File: src/rtl/gcba_pkg.sv
// ----------------------------------------------------------------------------
// gcba_pkg
// Shared types and constants for the grid column block accumulator: register
// indexes, reset values, field widths and the controller/datapath links.
// ----------------------------------------------------------------------------
package gcba_pkg;

  // Default sizes of the column store
  localparam int NUM_BINS_DEF    = 256;
  localparam int NUM_SPECIES_DEF = 4;

  // Fixed field widths
  localparam int OFS_W   = 24;   // offsets and heights
  localparam int CNT_W   = 10;   // per-species and total counts
  localparam int BINS_W  = 9;    // bins_x / bins_y
  localparam int BIN_W   = 8;    // bin_index output
  localparam int SP_W    = 2;    // species index
  localparam int PROD_W  = 48;   // offset times reciprocal
  localparam int FRAC_W  = 16;   // fraction bits of the reciprocal
  localparam int POS_W   = PROD_W - FRAC_W;
  localparam int COL_W   = 2 * BINS_W;
  localparam int SPECIES_SLOTS = 4;

  // Stream and config port widths
  localparam int IN_TDATA_W  = 3 * OFS_W;                              // 72
  localparam int IN_TUSER_W  = SP_W;
  localparam int OUT_TDATA_W = BIN_W + 2 * OFS_W + SPECIES_SLOTS * CNT_W; // 96
  localparam int CFG_IDX_W   = 3;
  localparam int CFG_DATA_W  = 24;

  // Configuration register indexes
  typedef enum logic [CFG_IDX_W-1:0] {
    REG_BINS_X      = 3'd0,
    REG_BINS_Y      = 3'd1,
    REG_RECIP_LEN_X = 3'd2,
    REG_RECIP_LEN_Y = 3'd3,
    REG_BLOCK_SIZE  = 3'd4,
    REG_MIN_EXTENT  = 3'd5,
    REG_MAX_EXTENT  = 3'd6
  } cfg_reg_t;

  // Register reset values
  localparam logic [BINS_W-1:0] BINS_RST       = 9'd16;
  localparam logic [OFS_W-1:0]  RECIP_RST      = 24'd65536;
  localparam logic [CNT_W-1:0]  BLOCK_SIZE_RST = 10'd10;
  localparam logic [OFS_W-1:0]  MIN_EXT_RST    = 24'd0;
  localparam logic [OFS_W-1:0]  MAX_EXT_RST    = 24'hFFFFFF;

  // Controller states
  typedef enum logic [2:0] {
    ST_CLEAR,
    ST_IDLE,
    ST_MUL,
    ST_CLAMP,
    ST_INDEX,
    ST_READ,
    ST_UPDATE
  } state_t;

  // Controller to datapath commands
  typedef struct packed {
    logic in_ready;   // input register may take a beat
    logic in_load;    // capture the input beat
    logic clr_wr;     // write one zero row of the clearing pass
    logic rd_en;      // read the column row
    logic rmw_wr;     // write back the updated column row
    logic out_load;   // load the result register
  } ctrl_cmd_t;

  // Datapath to controller status
  typedef struct packed {
    logic clr_last;   // clearing pass at its last row
    logic drop;       // hit maps outside the store or species range
    logic emit;       // update completes a block within extent
    logic out_free;   // result register can take a new result
  } dp_status_t;

endpackage

File: src/rtl/gcba_ctrl.sv
// ----------------------------------------------------------------------------
// gcba_ctrl
// Controller: clearing pass after reset, then one hit at a time through
// multiply, clamp, index, store read and read-modify-write update.
// ----------------------------------------------------------------------------
module gcba_ctrl (
  input  logic                   clk,
  input  logic                   rst,
  input  logic                   in_valid,
  input  gcba_pkg::dp_status_t   status,
  output gcba_pkg::ctrl_cmd_t    cmd
);

  import gcba_pkg::*;

  state_t state, state_next;

  // state register
  always_ff @(posedge clk) begin
    if (rst) begin
      state <= ST_CLEAR;
    end else begin
      state <= state_next;
    end
  end

  // next state and commands
  always_comb begin
    state_next = state;
    cmd        = '0;
    unique case (state)
      ST_CLEAR: begin
        cmd.clr_wr = 1'b1;
        if (status.clr_last) begin
          state_next = ST_IDLE;
        end
      end
      ST_IDLE: begin
        cmd.in_ready = 1'b1;
        if (in_valid) begin
          cmd.in_load = 1'b1;
          state_next  = ST_MUL;
        end
      end
      ST_MUL:   state_next = ST_CLAMP;
      ST_CLAMP: state_next = ST_INDEX;
      ST_INDEX: state_next = ST_READ;
      ST_READ: begin
        if (status.drop) begin
          state_next = ST_IDLE;
        end else begin
          cmd.rd_en  = 1'b1;
          state_next = ST_UPDATE;
        end
      end
      ST_UPDATE: begin
        // hold while a finished block waits for the result register
        if (!status.emit || status.out_free) begin
          cmd.rmw_wr   = 1'b1;
          cmd.out_load = status.emit;
          state_next   = ST_IDLE;
        end
      end
      default: state_next = ST_CLEAR;
    endcase
  end

endmodule

File: config.mk
export PLATFORM = sky130hd
export DESIGN_NAME = gcba_ctrl
export DESIGN_NICKNAME = d
export VERILOG_FILES = /design/src/rtl/gcba_pkg.sv /design/src/rtl/gcba_ctrl.sv
export SDC_FILE = /design/constraint.sdc
export NUM_CORES = 1
export LEC_CHECK = 0
export ABC_AREA = 1
export BUFFER_PORTS_ARGS = -buffer_cell sky130_fd_sc_hd__clkbuf_2
export CAP_MARGIN = 40
export CORE_AREA = 4 4 41 43
export CTS_CLUSTER_SIZE = 16
export DETAILED_ROUTE_END_ITERATION = 10
export DIE_AREA = 0 0 45 47
export GPL_ROUTABILITY_DRIVEN = 0
export PLACE_DENSITY_LB_ADDON = 0.15
export SYNTH_ARGS = -nofsm -noshare
export SYNTH_HDL_FRONTEND = slang
export SYNTH_SLANG_ARGS = --single-unit
export TNS_END_PERCENT = 100
File: constraint.sdc
create_clock -name clk -period 1.9 [get_ports clk]
set_input_delay 0.19 -clock clk [delete_from_list [all_inputs] [get_ports clk]]
set_output_delay 0.19 -clock clk [all_outputs]
set_load 0.01 [all_outputs]
==> summary.md, run 1 <==
| Metric | Value |
|---|---|
| Run status | `complete, no violations` |
| Layout cell share with drive strength beyond 1 | `34.38%` |
| Final wirelength | `680 microns` |
| Worst endpoint required time | `1.71 ns` |
| Synth Area in Simple Gates | `49.77%` |
| Lkg Pwr | `0.2342 nW` |
| Worst skew pair latency | `0.23 ns` |
| Yosys warns | `0` |
| Distinct cells, synth | `14` |
| Initial DRC Count | `11` |
| Core Region | `1301 sq um` |
| CTS Buffer Depth | `2` |
| Worst Hold Class | `in -> reg` |
| Total gr overflow | `0` |
| Critical path data arrival time | `1.24 ns` |
| Reg with most FFs | `state` |
| CP max FO | `7` |
| Wire length per cell | `8.608 microns` |
| Max-slew headroom | `81.65%` |
| Pre-CTS setup slack | `0.7150 ns` |
| Initial Utilization | `20.87%` |
| Commonest non-fill, non-tap cell in the layout | `clkbuf_2` |
| Net switching fraction of the power | `40.90%` |
| Register area share after synthesis | `22.12%` |
| Pwr/cell area | `1005 nW/um^2` |
| Core Util, Final | `28.94%` |
| DRC violations left | `0` |
| Rows | `13` |
| Unrepaired setup endpoints after global routing | `no` |
| Area added between synthesis and finish | `38.71%` |
| DR pass1 iterations | `4` |
| Setup CP Type | `reg -> out` |
| Maximum vdd drop | `0.3717 mV` |
| Cell Area, Synth | `271.5 sq um` |
| Mux share of post-synthesis cell area | `0%` |
| Post-route setup TNS | `0 ns` |
| CTS tree | `built` |
| Compound-gate portion of the synthesized area | `8.756%` |
| Die area | `2115 sq um` |
| Final Skew | `0.00001793 ns` |
| Slew at the pin closest to its max-slew limit | `0.2749 ns` |
| Global Route Usage Sum | `7.103%` |
| Final net count | `72` |
| Register bit count reported by yosys | `3` |
| Largest family of logic cells by synthesized area | `simple AND/OR/NAND/NOR gates` |
| Die Ht | `47 microns` |
| # hold bufs at CTS | `0` |
| Clk Tree Root Cell | `clkbuf_4` |
| Vias/cell | `4.127` |
| Adder-Cell Fraction of Synth Area | `0%` |
| Most frequent cells in the layout | `clkbuf_2, inv_1, nand2_1, nor2_1, nand3_1` |
| Post-placement cell count | `75` |
| Global-route wire length before repair | `1076 microns` |
| H-tree levels | `1` |
| XOR/XNOR Fraction of Synth Area | `0%` |
| Final Cycle Share | `75.12%` |
| Fmax | `700.6 MHz` |
| Post-Layout Cell Count | `79` |
| Syn Nets | `55` |
| Critical Path Source Type | `register` |
| Final hold slack | `0.1345 ns` |
| Total number of vias | `326` |
| Final Hold Fails | `0` |
| Vias in the first global route | `286` |
| Endpoint class of the critical path | `primary output` |
| Final HPWL DP | `550.2 microns` |
| Post-Synthesis Cells | `48` |
| IO buf count | `12` |
| Cts bufs inserted | `3` |
| Count of final setup violators | `0` |
| Average size of a mapped cell | `5.656 sq um` |
| Initial antenna violation count | `0` |
| Internal power | `223.7 uW` |
| Routed Antenna Nets | `0` |
| IO Pins | `13` |
| Number of flip-flops in the largest register | `3` |
| Clk pwr share | `28.9%` |
| P_sw | `154.8 uW` |
| Diode count | `0` |
| Post_cts resized | `0` |
| Setup Buffers After CTS | `0` |
| Register share of total power | `28.5%` |
| Clk slew on worst S/H paths | `0.04 ns` |
| Combinational group share of total power | `42.6%` |
| Pin count of the biggest net entering global routing | `8` |
| Fill cell count | `162` |
| Clock sink count | `3` |
| Fin. max-slew vios | `0` |
| Min cycle time layout | `1.427 ns` |
| Worst setup margin | `0.4727 ns` |
| Max cap viols | `0` |
| Largest regs | `state (3)` |
| Chip Width | `45 microns` |
==> cells by family after synthesis <==
kind of cell | count (synthesis)
AND/OR/NAND/NOR | 27
AO/OA/AOI/OAI | 4
flip-flops | 3
buffers and inverters | 14
==> cells in the mapped netlist, drive strengths merged <==
master	instances	area share (%)
nand2	7	9.7
clkinv	1	1.4
dfxtp	3	22
a31oi	1	2.3
o21ai	2	3.7
nor2	9	14
o21bai	1	2.8
inv	13	18
nand3	9	22
nor3	2	3.7
==> through the flow <==
step | total power [mW] | area, sq um
final | 0.3785 | 376.6
after global routing | 0.4135 | 376.6
after CTS | 0.3877 | 376.6
after detailed placement | 0.2722 | 350.3
after global placement | 0.2776 | 350.3
after floorplan | 0.2215 | 271.5
==> power by group through the flow <==
stage / clock [mW] / combinational, mW / sequential, mW
floorplan: 0 / 0.119 / 0.102
global placement: 0 / 0.167 / 0.110
detailed placement: 0 / 0.163 / 0.109
CTS: 0.115 / 0.164 / 0.108
global route: 0.116 / 0.187 / 0.111
finish: 0.109 / 0.161 / 0.108
==> path summary, 6_finish.rpt <==
check	end	from	cells past startpoint	slack [ns]
setup / recovery	cmd[4]	state[0]$_SDFFE_PP0P_	5	0.47
hold / removal	state[2]$_SDFFE_PP0P_	rst	2	0.13
setup reg to reg	state[1]$_SDFFE_PP0P_	state[1]$_SDFFE_PP0P_	7	0.80
hold reg to reg	state[2]$_SDFFE_PP0P_	state[2]$_SDFFE_PP0P_	2	0.59
==> cell type report <==
cell class / count / area, sq um / share of cell area (%)
multi-input combinational: 31 / 158.9 / 42.19
sequential: 3 / 60.06 / 15.95
tap: 15 / 18.77 / 4.983
timing repair buffer: 12 / 60.06 / 15.95
inverter: 14 / 52.55 / 13.95
clock buffer: 4 / 26.28 / 6.977
==> routing by layer <==
| metal | wire length (microns) | vias to the layer above | GRT usage [%] |
|---|---|---|---|
| met5 | 0 | - | 0 |
| met4 | 0 | 0 | 5.263 |
| met3 | 51 | 0 | 1.149 |
| met2 | 309 | 11 | 10.73 |
| met1 | 319 | 137 | 9.070 |
| li1 | - | 178 | - |
==> critical path, stage by stage, from the launching register on <==
cell and delay [ns]:
dfxtp_1 0.47, inv_2 0.08, nor2_2 0.11, nand2_1 0.11, nor2_1 0.10, clkbuf_2 0.13
Power figures use the tool's default switching activity.
==> run 2: changes to the inputs <==
==> constraint.sdc (replaced) <==
create_clock -name clk -period 1.4 [get_ports clk]
set_input_delay 0.14 -clock clk [delete_from_list [all_inputs] [get_ports clk]]
set_output_delay 0.14 -clock clk [all_outputs]
set_load 0.01 [all_outputs]
==> run 2 against run 1 <==
Compared with the run above:
- power grew 37%
- sequential share of layout area grew 0.55 points
- count of clock-buffer cells in the layout is the same
- routed wire length grew 0.44%
- clock skew is essentially flat
- setup slack lost 0.39 ns
- clock power grew 36%
- critical endpoint is now cmd[0]
- highest routed layer unchanged
==> summary.md, run 2 (synthesis results as in run 1) <==
| Metric | Value |
|---|---|
| Setup Buffers After CTS | `0 (unchanged)` |
| H-tree levels | `1 (unchanged)` |
| # hold bufs at CTS | `0 (unchanged)` |
| Max cap viols | `0 (unchanged)` |
| Fmax | `760.7 MHz` |
| Maximum vdd drop | `0.5055 mV (was 0.3717 mV)` |
| IO buf count | `12 (unchanged)` |
| Run status | `complete, no violations (unchanged)` |
| Total number of vias | `329 (was 326)` |
| Routed Antenna Nets | `0 (unchanged)` |
| Cts bufs inserted | `3 (unchanged)` |
| DR WL met2 | `315 microns (was 309 microns)` |
| Fill cell count | `162 (unchanged)` |
| Initial Utilization | `20.87% (unchanged)` |
| Vias in the first global route | `286 (unchanged)` |
| Total gr overflow | `0 (unchanged)` |
| Unrepaired setup endpoints after global routing | `no (unchanged)` |
| Final Skew | `0.00002114 ns (was 0.00001793 ns)` |
| Rows | `13 (unchanged)` |
| Chip Width | `45 microns (unchanged)` |
| Met3 wire length | `44 microns (was 51 microns)` |
| Flip-flop and latch area | `62.56 sq um (was 60.06 sq um)` |
| Endpoint class of the critical path | `primary output (unchanged)` |
| Worst endpoint required time | `1.26 ns (was 1.71 ns)` |
| Largest regs | `state (3) (unchanged)` |
| Commonest non-fill, non-tap cell in the layout | `clkbuf_2 (unchanged)` |
| Lkg Pwr | `0.2351 nW (was 0.2342 nW)` |
| Clk slew on worst S/H paths | `0.04 ns (about the same)` |
| Area added between synthesis and finish | `39.63% (was 38.71%)` |
| Pin count of the biggest net entering global routing | `8 (unchanged)` |
| Critical Path Source Type | `register (unchanged)` |
| Worst Hold Class | `in -> reg (unchanged)` |
| Wire length per cell | `8.646 microns (was 8.608 microns)` |
| Final Hold Fails | `0 (unchanged)` |
| Post-route setup TNS | `0 ns (unchanged)` |
| Worst skew pair latency | `0.23 ns (about the same)` |
| Setup CP Type | `reg -> out (unchanged)` |
| DRC violations left | `0 (unchanged)` |
| IO Pins | `13 (unchanged)` |
| Final wirelength | `683 microns (was 680 microns)` |
| Diode count | `0 (unchanged)` |
| Number of flip-flops in the largest register | `3 (unchanged)` |
| Slew at the pin closest to its max-slew limit | `0.2693 ns (was 0.2749 ns)` |
| Pre-CTS setup slack | `0.2650 ns (was 0.7150 ns)` |
| Fin. max-slew vios | `0 (unchanged)` |
| Worst setup margin | `0.08539 ns (was 0.4727 ns)` |
| CTS tree | `built (unchanged)` |
| Critical path data arrival time | `1.17 ns (was 1.24 ns)` |
| Final Cycle Share | `93.90%` |
| Most frequent cells in the layout | `clkbuf_2, inv_1, nand2_1, nor2_1, nand3_1 (unchanged)` |
| Clk Tree Root Cell | `clkbuf_4 (unchanged)` |
| Initial antenna violation count | `0 (unchanged)` |
| Max-slew headroom | `82.02% (was 81.65%)` |
| Core Region | `1301 sq um (unchanged)` |
| Final net count | `72 (unchanged)` |
| Initial DRC Count | `12 (was 11)` |
| Pwr/cell area | `1368 nW/um^2 (was 1005 nW/um^2)` |
| Die area | `2115 sq um (unchanged)` |
| Vias/cell | `4.165 (was 4.127)` |
| Min cycle time layout | `1.315 ns` |
| DR top layer | `met3 (unchanged)` |
| Die Ht | `47 microns (unchanged)` |
| Area occupied by multi-input gates | `158.9 sq um (unchanged)` |
| Clock sink count | `3 (unchanged)` |
| Final HPWL DP | `550.2 microns (unchanged)` |
| Layout cell share with drive strength beyond 1 | `39.06% (was 34.38%)` |
| DR pass1 iterations | `4 (unchanged)` |
| Count of final setup violators | `0 (unchanged)` |
| CTS Buffer Depth | `2 (unchanged)` |
| Global-route wire length before repair | `1076 microns (unchanged)` |
| M1 WL | `323 microns (was 319 microns)` |
| Global Route Usage Sum | `7.103% (unchanged)` |
| CP max FO | `7 (unchanged)` |
| Reg with most FFs | `state (unchanged)` |
==> run 2: what timing repair did <==
action                     4_1_cts  5_1_grt
hold endpoints to repair         0        0
gates resized for setup          0        3
setup endpoints to repair        0        3
==> run 2: per-stage QoR <==
stage | utilization (%) | area [sq um] | total power, mW | hold slack [ns] | cells
2_1_floorplan | - | 271.5 | 0.3006 | 0.2094 | 48
3_3_place_gp | 26.92 | 350.3 | 0.3768 | 0.3157 | 75
3_5_place_dp | 26.92 | 350.3 | 0.3694 | 0.3191 | 75
4_1_cts | 28.94 | 376.6 | 0.5262 | 0.07659 | 79
5_1_grt | 29.13 | 379.1 | 0.5636 | 0.09137 | 79
6_report | 29.13 | 379.1 | 0.5186 | 0.07711 | 79
==> run 2: worst paths after layout <==
| path | endpoint | depth (start not counted) | start | slack [ns] |
|---|---|---|---|---|
| max | cmd[0] | 3 | state[1]$_SDFFE_PP0P_ | 0.09 |
| min | state[2]$_SDFFE_PP0P_ | 2 | rst | 0.08 |
| max reg2reg | state[1]$_SDFFE_PP0P_ | 7 | state[1]$_SDFFE_PP0P_ | 0.30 |
| min reg2reg | state[2]$_SDFFE_PP0P_ | 2 | state[0]$_SDFFE_PP0P_ | 0.57 |
==> run 2: cell type report <==
class / instances / share of cell area (%)
multi-input cells: 31 / 41.91
flip-flops and latches: 3 / 16.50
repair buffers: 12 / 15.84
inverters: 14 / 13.86
clock buffers: 4 / 6.931
well taps: 15 / 4.950
==> run 2: metal layers <==
metal  vias up  track usage [%]
li1        179                -
met1       143            9.070
met2         7            10.73
met3         0            1.149
met4         0            5.263
met5         -                0
==> run 2: critical path, stage by stage (launching register included) <==
cell,delay [ns]
dfxtp_1,0.46
nand3_1,0.17
nor3_1,0.15
clkbuf_2,0.16
==> run 2: report_power, final <==
part           leakage [nW]  internal [mW]  switching (mW)
logic                 0.195         0.0906           0.129
clock network        0.0150          0.107          0.0417
registers            0.0255          0.109          0.0411
==> run 3: changes to the inputs <==
--- a/config.mk
+++ b/config.mk
@@ -14,6 +14,7 @@
 export DIE_AREA = 0 0 45 47
 export GPL_ROUTABILITY_DRIVEN = 0
 export PLACE_DENSITY_LB_ADDON = 0.15
+export SETUP_SLACK_MARGIN = 0.4
 export SYNTH_ARGS = -nofsm -noshare
 export SYNTH_HDL_FRONTEND = slang
 export SYNTH_SLANG_ARGS = --single-unit
==> run 3 against run 2 <==
Compared with the run above:
- utilization up 11 points
- largest cell class unchanged
- register-to-register slack about the same
- highest routed layer unchanged
- maximum frequency grew 13%
- critical endpoint is now cmd[4]
- worst hold slack worse by 0.00078 ns
- cell count is 10% higher
- first-iteration DRC count decreased by 58%
- clock power is essentially flat
- routed wire length grew 21%
- sequential share of layout area fell by 2.7 points
- flip-flop and latch count unchanged
- clock skew rose by 0.00052 ns
==> summary.md, run 3 (synthesis results as in run 1) <==
| Metric | Value |
|---|---|
| Pwr/cell area | `1270 nW/um^2 (was 1368 nW/um^2)` |
| Fill cell count | `159 (was 162)` |
| Setup crit start | `state[0]$_SDFFE_PP0P_ (was state[1]$_SDFFE_PP0P_)` |
| Endpoint class of the critical path | `primary output (unchanged)` |
| Routed Antenna Nets | `0 (unchanged)` |
| Ordered list of cells on the worst path | `inv_4 > nor2_4 > nand2_2 > nor2_1 > buf_2 (was nand3_1 > nor3_1 > clkbuf_2)` |
| Vias in the first global route | `338 (was 286)` |
| Core Region | `1301 sq um (unchanged)` |
| Critical path buffers and inverters | `2 (was 1)` |
| Final Hold Fails | `0 (unchanged)` |
| Diode count | `0 (unchanged)` |
| Die Ht | `47 microns (unchanged)` |
| Area added between synthesis and finish | `90.78% (was 39.63%)` |
| DR pass1 iterations | `3 (was 4)` |
| Flip-flop and latch area | `71.32 sq um (was 62.56 sq um)` |
| Final Cycle Share | `83.23% (was 93.90%)` |
| CP top delay family | `flip-flops (unchanged)` |
| Worst endpoint required time | `1.26 ns (about the same)` |
| Final Skew | `0.0005458 ns (was 0.00002114 ns)` |
| Initial antenna violation count | `0 (unchanged)` |
| Total number of vias | `373 (was 329)` |
| Max-slew headroom | `85.31% (was 82.02%)` |
| Unrepaired setup endpoints after global routing | `yes (was no)` |
| Layout cell share with drive strength beyond 1 | `59.72% (was 39.06%)` |
| Maximum vdd drop | `0.6729 mV (was 0.5055 mV)` |
| Count of final setup violators | `0 (unchanged)` |
| Fmax | `858.2 MHz (was 760.7 MHz)` |
| Worst Hold Class | `in -> reg (unchanged)` |
| H-tree levels | `1 (unchanged)` |
| Slew at the pin closest to its max-slew limit | `0.2195 ns (was 0.2693 ns)` |
| IO buf count | `12 (unchanged)` |
| CTS Buffer Depth | `2 (unchanged)` |
| Run status | `complete, no violations (unchanged)` |
| Final HPWL DP | `550.2 microns (unchanged)` |
| DRC violations left | `0 (unchanged)` |
| IO Pins | `13 (unchanged)` |
| Setup CP Type | `reg -> out (unchanged)` |
| Commonest non-fill, non-tap cell in the layout | `inv_1 (was clkbuf_2)` |
| Final instance area | `518.0 sq um (was 379.1 sq um)` |
| Total gr overflow | `0 (unchanged)` |
| Reg with most FFs | `state (unchanged)` |
| Clock sink count | `3 (unchanged)` |
| Area occupied by multi-input gates | `211.5 sq um (was 158.9 sq um)` |
| Vias/cell | `4.287 (was 4.165)` |
| Clk slew on worst S/H paths | `0.03 ns (was 0.04 ns)` |
| Reg2reg start | `state[2]$_SDFFE_PP0P_ (was state[1]$_SDFFE_PP0P_)` |
| CTS tree | `built (unchanged)` |
| HP Start | `rst (unchanged)` |
| Post-route setup TNS | `0 ns (unchanged)` |
| Final net count | `80 (was 72)` |
| Rows | `13 (unchanged)` |
| Global-route wire length before repair | `1283 microns (was 1076 microns)` |
| Initial Utilization | `20.87% (unchanged)` |
| Clk Tree Root Cell | `clkbuf_4 (unchanged)` |
| Pin count of the biggest net entering global routing | `8 (unchanged)` |
| CP max FO | `3 (was 7)` |
| Global Route Usage Sum | `8.452% (was 7.103%)` |
| Critical path data arrival time | `1.03 ns (was 1.17 ns)` |
| Wire length per cell | `9.529 microns (was 8.646 microns)` |
| Slowest stage delay, CP | `0.36 ns (was 0.46 ns)` |
| Final wirelength | `829 microns (was 683 microns)` |
| Worst skew pair latency | `0.23 ns (about the same)` |
| DP Area | `350.3 sq um (unchanged)` |
| Largest regs | `state (3) (unchanged)` |
| Initial DRC Count | `5 (was 12)` |
| Number of flip-flops in the largest register | `3 (unchanged)` |
| # hold bufs at CTS | `0 (unchanged)` |
| Die area | `2115 sq um (unchanged)` |
| Min cycle time layout | `1.165 ns (was 1.315 ns)` |
| Fin. max-slew vios | `0 (unchanged)` |
| Lkg Pwr | `0.2783 nW (was 0.2351 nW)` |
| Core Util, Final | `39.81% (was 29.13%)` |
| Max cap viols | `0 (unchanged)` |
| Cts bufs inserted | `3 (unchanged)` |
| Crit-path slowest cell | `dfxtp_4 (was dfxtp_1)` |
| Critical Path Source Type | `register (unchanged)` |
| Chip Width | `45 microns (unchanged)` |
| Most frequent cells in the layout | `inv_1, clkbuf_2, buf_4 (was clkbuf_2, inv_1, nand2_1, nor2_1, nand3_1)` |
run 3: changes by cell type in the layout (fill, tap and decap cells not counted), sizes merged:
cell,before,now
clkbuf,16,11
buf,0,13
run 3: timing repair:
item / CTS / global route
gates resized for setup: 19 / 11
setup endpoints to repair: 8 / 9
cloned: 0 / 0
pin swaps: 4 / 4
setup buffers: 7 / 1
run 3: metrics by stage:
step	setup slack [ns]	power (mW)	std cells	hold slack [ns]
global route	0.1804	0.7043	87	0.08821
detailed placement	0.2650	0.3694	75	0.3191
floorplan	0.4090	0.3006	48	0.2094
finish	0.2348	0.6578	87	0.07633
CTS	0.2326	0.6286	86	0.06738
global placement	0.2519	0.3768	75	0.3157
run 3: per-layer routing:
metal	track usage (%)	share of wire, %
met5	0	0
met4	5.263	0
met3	1.149	5.2
met2	14.97	54
met1	9.545	41
run 3: final cells by class:
class                   count  area share (%)
multi-input cells          31           40.82
repair buffers             20           25.12
flip-flops and latches      3           13.77
inverters                  14           11.59
clock buffers               4           5.072
well taps                  15           3.623
run 3: worst paths after layout:
check                               end  cells past startpoint  slack [ns]
setup / recovery                 cmd[4]                      5        0.23
hold / removal    state[2]$_SDFFE_PP0P_                      2        0.08
setup reg to reg  state[1]$_SDFFE_PP0P_                      8        0.30
hold reg to reg   state[2]$_SDFFE_PP0P_                      2        0.57
run 3: worst reg2reg max path, delay by kind of cell (launching register included):
kind | cells | cell delay, ns
flops | 1 | 0.39
simple gates | 5 | 0.35
buf+inv | 3 | 0.29
run 3: report_power, final:
part           total, mW  internal [mW]  switching (mW)
sequential         0.172          0.117          0.0548
clock              0.148          0.107          0.0418
combinational      0.337          0.159           0.179
